<file path="src/rtl/core/sadc_pkg.sv">
// shared types, constants and helpers of the serial adc interface slave
`default_nettype none

package sadc_pkg;

  // width of a conversion code as shifted out on the wire
  localparam int unsigned CODE_BITS = 8;
  // width of the code fields on the request channel
  localparam int unsigned CODE_IN_W = 8;
  // falling-edge count runs 0 .. CODE_BITS+1
  localparam int unsigned FALL_W    = $clog2(CODE_BITS + 2);

  // event kinds
  localparam logic [1:0] EV_CS   = 2'd0;
  localparam logic [1:0] EV_CLK  = 2'd1;
  localparam logic [1:0] EV_READ = 2'd2;

  // link phases
  localparam logic [1:0] PH_IDLE   = 2'd0;
  localparam logic [1:0] PH_INPUT  = 2'd1;
  localparam logic [1:0] PH_OUTPUT = 2'd2;

  // rising-edge slots of the input phase
  localparam logic [1:0] RISE_START = 2'd1;
  localparam logic [1:0] RISE_MODE  = 2'd2;
  localparam logic [1:0] RISE_CHAN  = 2'd3;

  // one pin event
  typedef struct packed {
    logic [1:0]           mode;
    logic                 level;
    logic                 dio_latch;
    logic [CODE_IN_W-1:0] code_ch0;
    logic [CODE_IN_W-1:0] code_ch1;
  } item_t;

  // one result
  typedef struct packed {
    logic       do_level;
    logic [1:0] phase_now;
  } res_t;

  // take the low CODE_BITS bits of an input code, zero extended if narrower
  function automatic logic [CODE_BITS-1:0] code_fit(input logic [CODE_IN_W-1:0] c);
    logic [CODE_BITS+CODE_IN_W-1:0] wide;
    wide = {{CODE_BITS{1'b0}}, c};
    return wide[CODE_BITS-1:0];
  endfunction

endpackage

`default_nettype wire

</file>
<file path="src/rtl/core/sadc_req_if.sv">
// request channel carrying one pin event
`default_nettype none

interface sadc_req_if
  import sadc_pkg::*;
();
  logic                 valid;
  logic                 ready;
  logic [1:0]           mode;
  logic                 level;
  logic                 dio_latch;
  logic [CODE_IN_W-1:0] code_ch0;
  logic [CODE_IN_W-1:0] code_ch1;

  modport source (output valid, mode, level, dio_latch, code_ch0, code_ch1, input ready);
  modport sink   (input valid, mode, level, dio_latch, code_ch0, code_ch1, output ready);
endinterface

`default_nettype wire

</file>
<file path="src/rtl/core/sadc_res_if.sv">
// result channel carrying the wire level and phase after an event
`default_nettype none

interface sadc_res_if;
  logic       valid;
  logic       ready;
  logic       do_level;
  logic [1:0] phase_now;

  modport source (output valid, do_level, phase_now, input ready);
  modport sink   (input valid, do_level, phase_now, output ready);
endinterface

`default_nettype wire

</file>
<file path="src/rtl/core/sadc_cfg_if.sv">
// configuration write channel for the shared-wire register
`default_nettype none

interface sadc_cfg_if;
  logic valid;
  logic ready;
  logic dio_shared;

  modport source (output valid, dio_shared, input ready);
  modport sink   (input valid, dio_shared, output ready);
endinterface

`default_nettype wire

</file>
<file path="src/rtl/core/sadc_in_stage.sv">
// input register holding one pin event request
`default_nettype none

module sadc_in_stage
  import sadc_pkg::*;
(
  input  wire logic   clk_i,
  input  wire logic   rst_ni,
  sadc_req_if.sink    req_i,
  input  wire logic   adv_i,
  output logic        valid_o,
  output item_t       item_o
);

  logic  valid_q;
  item_t item_q;

  // free when empty or when the held request moves on this cycle
  assign req_i.ready = !valid_q || adv_i;

  // valid flag
  always_ff @(posedge clk_i or negedge rst_ni) begin
    if (!rst_ni) begin
      valid_q <= 1'b0;
    end else if (req_i.ready) begin
      valid_q <= req_i.valid;
    end
  end

  // payload
  always_ff @(posedge clk_i) begin
    if (req_i.ready && req_i.valid) begin
      item_q.mode      <= req_i.mode;
      item_q.level     <= req_i.level;
      item_q.dio_latch <= req_i.dio_latch;
      item_q.code_ch0  <= req_i.code_ch0;
      item_q.code_ch1  <= req_i.code_ch1;
    end
  end

  assign valid_o = valid_q;
  assign item_o  = item_q;

endmodule

`default_nettype wire

</file>
<file path="src/rtl/core/sadc_core.sv">
// link state and per-event next-state logic
`default_nettype none

module sadc_core
  import sadc_pkg::*;
(
  input  wire logic   clk_i,
  input  wire logic   rst_ni,
  sadc_cfg_if.sink    cfg_i,
  input  wire logic   adv_i,
  input  wire item_t  item_i,
  output res_t        res_o
);

  logic                 shared_q;
  logic [1:0]           phase_q, phase_d;
  logic [1:0]           rise_q, rise_d;
  logic [FALL_W-1:0]    fall_q, fall_d;
  logic [1:0]           mc_q, mc_d;
  logic [CODE_BITS-1:0] shift_q, shift_d;
  logic                 drive_q, drive_d;

  // register writes are always taken
  assign cfg_i.ready = 1'b1;

  always_ff @(posedge clk_i or negedge rst_ni) begin
    if (!rst_ni) begin
      shared_q <= 1'b0;
    end else if (cfg_i.valid) begin
      shared_q <= cfg_i.dio_shared;
    end
  end

  // next state for the event in the input register
  always_comb begin
    phase_d = phase_q;
    rise_d  = rise_q;
    fall_d  = fall_q;
    mc_d    = mc_q;
    shift_d = shift_q;
    drive_d = drive_q;
    case (item_i.mode)
      EV_CS: begin
        if (!item_i.level) begin
          phase_d = PH_INPUT;
          rise_d  = 2'd0;
          fall_d  = '0;
          mc_d    = 2'd0;
          shift_d = '0;
        end else begin
          phase_d = PH_IDLE;
        end
        drive_d = 1'b1;
      end
      EV_CLK: begin
        if (item_i.level) begin
          // rising edge: sample start, mode and channel bits
          if (phase_q == PH_INPUT) begin
            rise_d = rise_q + 2'd1;
            case (rise_d)
              RISE_START: begin
                if (!item_i.dio_latch) begin
                  phase_d = PH_IDLE;
                end
              end
              RISE_MODE: begin
                mc_d = {item_i.dio_latch, 1'b0};
              end
              RISE_CHAN: begin
                mc_d    = {mc_q[1], item_i.dio_latch};
                shift_d = item_i.dio_latch ? code_fit(item_i.code_ch1)
                                           : code_fit(item_i.code_ch0);
                phase_d = PH_OUTPUT;
                fall_d  = '0;
                drive_d = 1'b0;
              end
              default: begin
              end
            endcase
          end
        end else if (phase_q == PH_OUTPUT) begin
          // falling edge: shift out msb first, count saturates past the last bit
          if (fall_q <= FALL_W'(CODE_BITS)) begin
            fall_d = fall_q + FALL_W'(1);
          end
          if (fall_d <= FALL_W'(CODE_BITS)) begin
            drive_d = shift_q[CODE_BITS-1];
            shift_d = {shift_q[CODE_BITS-2:0], 1'b0};
          end else begin
            drive_d = 1'b1;
          end
        end
      end
      default: begin
      end
    endcase
  end

  // state registers
  always_ff @(posedge clk_i or negedge rst_ni) begin
    if (!rst_ni) begin
      phase_q <= PH_IDLE;
      rise_q  <= 2'd0;
      fall_q  <= '0;
      mc_q    <= 2'd0;
      shift_q <= '0;
      drive_q <= 1'b1;
    end else if (adv_i) begin
      phase_q <= phase_d;
      rise_q  <= rise_d;
      fall_q  <= fall_d;
      mc_q    <= mc_d;
      shift_q <= shift_d;
      drive_q <= drive_d;
    end
  end

  // wire level after the event
  always_comb begin
    res_o.phase_now = phase_d;
    if (phase_d == PH_OUTPUT) begin
      res_o.do_level = drive_d;
    end else if (phase_d == PH_INPUT && shared_q) begin
      res_o.do_level = item_i.dio_latch;
    end else begin
      res_o.do_level = 1'b1;
    end
  end

endmodule

`default_nettype wire

</file>
<file path="src/rtl/core/sadc_out_stage.sv">
// result register driving the result channel
`default_nettype none

module sadc_out_stage
  import sadc_pkg::*;
(
  input  wire logic   clk_i,
  input  wire logic   rst_ni,
  input  wire logic   load_i,
  input  wire res_t   res_i,
  output logic        space_o,
  sadc_res_if.source  res_o
);

  logic valid_q;
  res_t res_q;

  // room for a new result when empty or being taken now
  assign space_o = !valid_q || res_o.ready;

  always_ff @(posedge clk_i or negedge rst_ni) begin
    if (!rst_ni) begin
      valid_q <= 1'b0;
    end else if (space_o) begin
      valid_q <= load_i;
    end
  end

  always_ff @(posedge clk_i) begin
    if (load_i) begin
      res_q <= res_i;
    end
  end

  assign res_o.valid     = valid_q;
  assign res_o.do_level  = res_q.do_level;
  assign res_o.phase_now = res_q.phase_now;

endmodule

`default_nettype wire

</file>
<file path="src/rtl/core/serial_adc_interface_slave.sv">
// Slave side of a three/four-wire serial ADC link, one pin event per request.
// Each request is a chip-select write, a clock write, a data-out read or a
// spare kind that changes nothing; each gives one result with the data-out
// level and the phase after the event. A request passes through an input
// register and the event logic into a result register that offers its result;
// one request is taken every clock cycle, the only limit is a stalled result
// channel. The user must write the dio_shared register only while no request
// is in flight; the block itself does not enforce this.
`default_nettype none

module serial_adc_interface_slave
  import sadc_pkg::*;
(
  input  wire logic   clk_i,
  input  wire logic   rst_ni,
  sadc_cfg_if.sink    cfg_i,
  sadc_req_if.sink    req_i,
  sadc_res_if.source  res_o
);

  logic  in_valid;
  item_t in_item;
  logic  out_space;
  logic  adv;
  res_t  res;

  // held request moves into the result register
  assign adv = in_valid && out_space;

  sadc_in_stage u_in (
    .clk_i   (clk_i),
    .rst_ni  (rst_ni),
    .req_i   (req_i),
    .adv_i   (adv),
    .valid_o (in_valid),
    .item_o  (in_item)
  );

  sadc_core u_core (
    .clk_i  (clk_i),
    .rst_ni (rst_ni),
    .cfg_i  (cfg_i),
    .adv_i  (adv),
    .item_i (in_item),
    .res_o  (res)
  );

  sadc_out_stage u_out (
    .clk_i   (clk_i),
    .rst_ni  (rst_ni),
    .load_i  (adv),
    .res_i   (res),
    .space_o (out_space),
    .res_o   (res_o)
  );

endmodule

`default_nettype wire

</file>
<file path="src/flat_wrapper.sv">
// flat-port wrapper written by rule: the top's interface ports become plain ports
module serial_adc_interface_slave_flat import sadc_pkg::*;
  (clk_i, rst_ni, cfg_i_valid, cfg_i_dio_shared, cfg_i_ready, req_i_valid, req_i_mode, req_i_level, req_i_dio_latch, req_i_code_ch0, req_i_code_ch1, req_i_ready, res_o_valid, res_o_do_level, res_o_phase_now, res_o_ready);
  sadc_cfg_if cfg_i_i ();
  sadc_req_if req_i_i ();
  sadc_res_if res_o_i ();
  input  wire logic clk_i;
  input  wire logic rst_ni;
  input wire logic [$bits(cfg_i_i.valid)-1:0] cfg_i_valid;
  input wire logic [$bits(cfg_i_i.dio_shared)-1:0] cfg_i_dio_shared;
  output wire logic [$bits(cfg_i_i.ready)-1:0] cfg_i_ready;
  input wire logic [$bits(req_i_i.valid)-1:0] req_i_valid;
  input wire logic [$bits(req_i_i.mode)-1:0] req_i_mode;
  input wire logic [$bits(req_i_i.level)-1:0] req_i_level;
  input wire logic [$bits(req_i_i.dio_latch)-1:0] req_i_dio_latch;
  input wire logic [$bits(req_i_i.code_ch0)-1:0] req_i_code_ch0;
  input wire logic [$bits(req_i_i.code_ch1)-1:0] req_i_code_ch1;
  output wire logic [$bits(req_i_i.ready)-1:0] req_i_ready;
  output wire logic [$bits(res_o_i.valid)-1:0] res_o_valid;
  output wire logic [$bits(res_o_i.do_level)-1:0] res_o_do_level;
  output wire logic [$bits(res_o_i.phase_now)-1:0] res_o_phase_now;
  input wire logic [$bits(res_o_i.ready)-1:0] res_o_ready;
  assign cfg_i_i.valid = cfg_i_valid;
  assign cfg_i_i.dio_shared = cfg_i_dio_shared;
  assign cfg_i_ready = cfg_i_i.ready;
  assign req_i_i.valid = req_i_valid;
  assign req_i_i.mode = req_i_mode;
  assign req_i_i.level = req_i_level;
  assign req_i_i.dio_latch = req_i_dio_latch;
  assign req_i_i.code_ch0 = req_i_code_ch0;
  assign req_i_i.code_ch1 = req_i_code_ch1;
  assign req_i_ready = req_i_i.ready;
  assign res_o_valid = res_o_i.valid;
  assign res_o_do_level = res_o_i.do_level;
  assign res_o_phase_now = res_o_i.phase_now;
  assign res_o_i.ready = res_o_ready;
  serial_adc_interface_slave u_core (.clk_i(clk_i), .rst_ni(rst_ni), .cfg_i(cfg_i_i), .req_i(req_i_i), .res_o(res_o_i));
endmodule
</file>
<file path="config.mk">
export PLATFORM = sky130hd
export DESIGN_NAME = serial_adc_interface_slave_flat
export DESIGN_NICKNAME = d
export VERILOG_FILES = /design/src/rtl/core/sadc_pkg.sv /design/src/rtl/core/sadc_req_if.sv /design/src/rtl/core/sadc_res_if.sv /design/src/rtl/core/sadc_cfg_if.sv /design/src/rtl/core/sadc_in_stage.sv /design/src/rtl/core/sadc_core.sv /design/src/rtl/core/sadc_out_stage.sv /design/src/rtl/core/serial_adc_interface_slave.sv /design/src/flat_wrapper.sv
export SDC_FILE = /design/constraint.sdc
export NUM_CORES = 1
export LEC_CHECK = 0
export BUFFER_PORTS_ARGS = -buffer_cell sky130_fd_sc_hd__buf_4
export CORE_MARGIN = 10
export CORE_UTILIZATION = 45
export CTS_BUF_LIST = sky130_fd_sc_hd__clkbuf_16
export DETAILED_ROUTE_END_ITERATION = 7
export GPL_TIMING_DRIVEN = 0
export PLACE_DENSITY = 0.66
export SYNTH_ARGS = -nofsm -noshare
export SYNTH_HDL_FRONTEND = slang
export SYNTH_SLANG_ARGS = --single-unit
</file>
<file path="constraint.sdc">
create_clock -name clk_i -period 5.4 [get_ports clk_i]
set_input_delay 0 -clock clk_i [delete_from_list [all_inputs] [get_ports clk_i]]
set_output_delay 0 -clock clk_i [all_outputs]
set_load 0.1 [all_outputs]
</file>
==> impl_metrics.yaml <==
sta:
  fin_worst_skew_ns: 0.00504
  rsz0062_at_grt: "false"
  layout_setup_ws_ns: 3.00
  fmax_mhz: 417
  worstMarginPinSlew_ns: 0.822
  period_share_pct: 44.4
  drv_slew: 0
  relSlewSlack_pct: 45.2
  setup_violations: 0
  min_period_ns: 2.40
  hold_viol: 0
  final.setup.tns_ns: 0
hold_path:
  min_path_type: "input port to register"
placed_design:
  pre_cts_ws_ns: 2.97
  hpwlAfterDp_um: 2820
  io_buffers: 30
  place.gp.congestion: 0.789
clocking:
  cts_sinks: 43
  htreeDepth: 2
  postCtsHoldBufs: 24
  cts_tree: "done"
  cts_buffer_depth: 2
  cts-root-buf: "clkbuf_16"
  insertion_delay_ns: 0.28
  ctsResizeCount: 0
  cts_made_buffers: 5
  clk_transition_reported_paths_ns: 0.06
  postCtsSetupBuffers: 0
logic_synthesis:
  yosys_warnings: 0
  yosys.area_share.simple_pct: 13.0
  synth-seq-area-share_pct: 59.1
  yosys.area.top_type: "edfxtp_1"
  synth.distinct_cells: 39
  avgSynthCellArea_um2: 12.0
  ys_ff_latch: 43
  synth_edf_count: 23
  synthCells: 168
  synth_flop_cell: "edfxtp_1"
  synth.area.top_cells: "edfxtp_1 (34%), dfrtp_1 (24%), mux2_2 (5.6%)"
  muxShareOfSynthArea_pct: 10.5
  synth_compound_area_share_pct: 11.2
  synth_top_family_by_area: "simple AND/OR/NAND/NOR gates"
  synth_xor_area_share_pct: 0.434
  synthesis.area_um2: 2020
  synthAdderAreaFrac_pct: 2.48
  async_flop_share_pct: 46.5
  synth_top_area_share_pct: 34.2
  synthesis.nets: 198
die:
  core_um2: 4350
  start_util_pct: 46.3
  die_x_um: 87.0
  io-pin-count: 32
  die_h_um: 87.0
  rows: 24
  die-area_um2: 7560
worst_setup_path:
  crit_fanout: 8
  cp-end-kind: "register"
  crit_type: "register to register"
  startpoint_type: "register"
  crit_arrival_ns: 2.56
  cp_cell_sequence: "inv_1 -> ha_1 -> or4b_1 -> o31ai_1 -> o211ai_2 -> a31oi_4 -> mux2_2"
  cp_slowest_cell: "or4b_1"
  slowest_delay_ns: 0.48
  cp.required_ns: 5.56
power:
  sw_frac_of_total_pct: 23.9
  pwr-share-clk_pct: 37.9
  p_total_mw: 0.862
  comb_power_share_pct: 16.6
  leakagePower_nw: 1.14
  pwr-share-seq_pct: 45.5
  switching_power_mw: 0.206
  max-vdd-ir-drop_v: 0.000206
  internal_power_mw: 0.656
  p_per_area_nw_per_um2: 318
layout:
  final_cell_mix: "buf_4 (31), dlygate4sd3_1 (24), edfxtp_1 (23), nand2_1 (19), dfrtp_1 (19)"
  area_growth_pct: 34.4
  utilization_pct: 62.3
  num_antenna_cells: 0
  nets: 259
  final_common_cell: "buf_4"
  drive_above_1_share_pct: 23.9
  n_fill_cell: 328
routing:
  wl_met2_um: 1980
  route.detailed.drc: 0
  topRoutingLayerUsed: "met4"
  vias: 1435
  first_pass_iters: 4
  wl_per_cell_um: 13.6
  met3_length_um: 191
  vias_per_cell: 5.09
  drt_iter0_markers: 95
  wl_um: 3850
  antenna_left: 0
  wl_met1_um: 1630
grt:
  grt_usage_pct: 11.2
  antenna_found_initial: 0
  grt_overflow: 0
  grt_max_degree: 21
  grt_pass1_vias: 1525
  grt_pass1_wl_um: 6910
flow_run:
  maxCapViolations: 0
status:
  status: "finished, final reports clean"
-- cells in the mapped netlist (2+ instances only) --
library cell,count
edfxtp_1,23
dfrtp_1,19
nand2_1,19
o21ai_0,12
nor2_1,11
mux2_2,10
mux2i_1,10
inv_1,9
nand2b_1,6
a31oi_1,5
clkbuf_1,4
ha_1,4
nand3_1,3
o31ai_1,3
a21oi_1,2
and2_1,2
nor2b_1,2
nor3_1,2
o22a_1,2
-- metrics by stage --
step	std cells	area [µm²]	hold WS (ns)
after floorplan	168	2020	-0.296
after global placement	250	2310	-0.106
after detailed placement	250	2310	-0.109
after CTS	282	2710	0.0173
after global routing	282	2710	0.0586
final	282	2710	0.0208
-- power groups by stage --
stage               combinational [mW]  sequential [mW]  clock [mW]
finish                           0.143            0.392       0.326
detailed placement               0.130            0.399           0
global route                     0.157            0.396       0.350
floorplan                       0.0757            0.414           0
global placement                 0.125            0.397           0
CTS                              0.145            0.393       0.333
-- critical path, delay by kind of cell (launching register included) --
kind	cells	cell delay, ns
flip-flops	1	0.43
AO/OA/AOI/OAI	3	0.66
multiplexers	1	0.38
AND/OR/NAND/NOR	1	0.48
adder cells (fa/ha/maj)	1	0.23
buffers and inverters	1	0.10
-- flip-flops by register name (all words and copies together), names as in the netlist, 2 cells and up --
signal	cells
u_core.u_out.res_o.phase_now	2
u_core.u_in.item_o	20
u_core.u_core.shift_q	8
u_core.u_core.rise_q	2
u_core.u_core.phase_q	2
u_core.u_core.fall_q	4
-- path summary, 6_finish.rpt --
check / startpoint / to / slack (ns) / cells past startpoint
worst min register to register: u_core.u_in.valid_o / u_core.u_out.res_o.valid / 0.50 / 1
worst max register to register: u_core.u_core.fall_q[0] / u_core.u_core.shift_q[1] / 3.00 / 7
max in group asynchronous: rst_ni / u_core.u_core.drive_q / 5.00 / 2
worst min-delay path: res_o_ready / u_core.u_out.res_o.valid / 0.02 / 3
worst max-delay path: u_core.u_core.fall_q[0] / u_core.u_core.shift_q[1] / 3.00 / 7
min in group asynchronous: rst_ni / u_core.u_in.valid_o / 0.14 / 2
-- cells by family (layout without fill, tap and decap cells) --
group / Yosys count / after routing
XOR/XNOR: 1 / 1
adder cells (fa/ha/maj): 4 / 4
flip-flops: 43 / 43
AO/OA/AOI/OAI: 32 / 32
other: 1 / 1
buffers and inverters: 15 / 77
multiplexers: 20 / 20
AND/OR/NAND/NOR: 52 / 52
-- per-layer routing --
metal  vias to the layer above  track usage (%)
met5                         -                0
met4                         0             3.53
met1                       684             12.9
li1                        723                -
met2                        23             18.7
met3                         5             4.03
-- layout make-up --
type	instances	area [µm²]	share of cell area (%)
Inverter	9	33.8	1.25
Clock inverter	3	38.8	1.43
Multi-Input combinational cell	110	763	28.1
Timing Repair Buffer	54	465	17.2
Clock buffer	5	125	4.61
Tap cell	52	65.1	2.40
Buffer	6	27.5	1.02
Sequential cell	43	1190	44.0
Note: power is estimated with default switching activity, not from simulation.
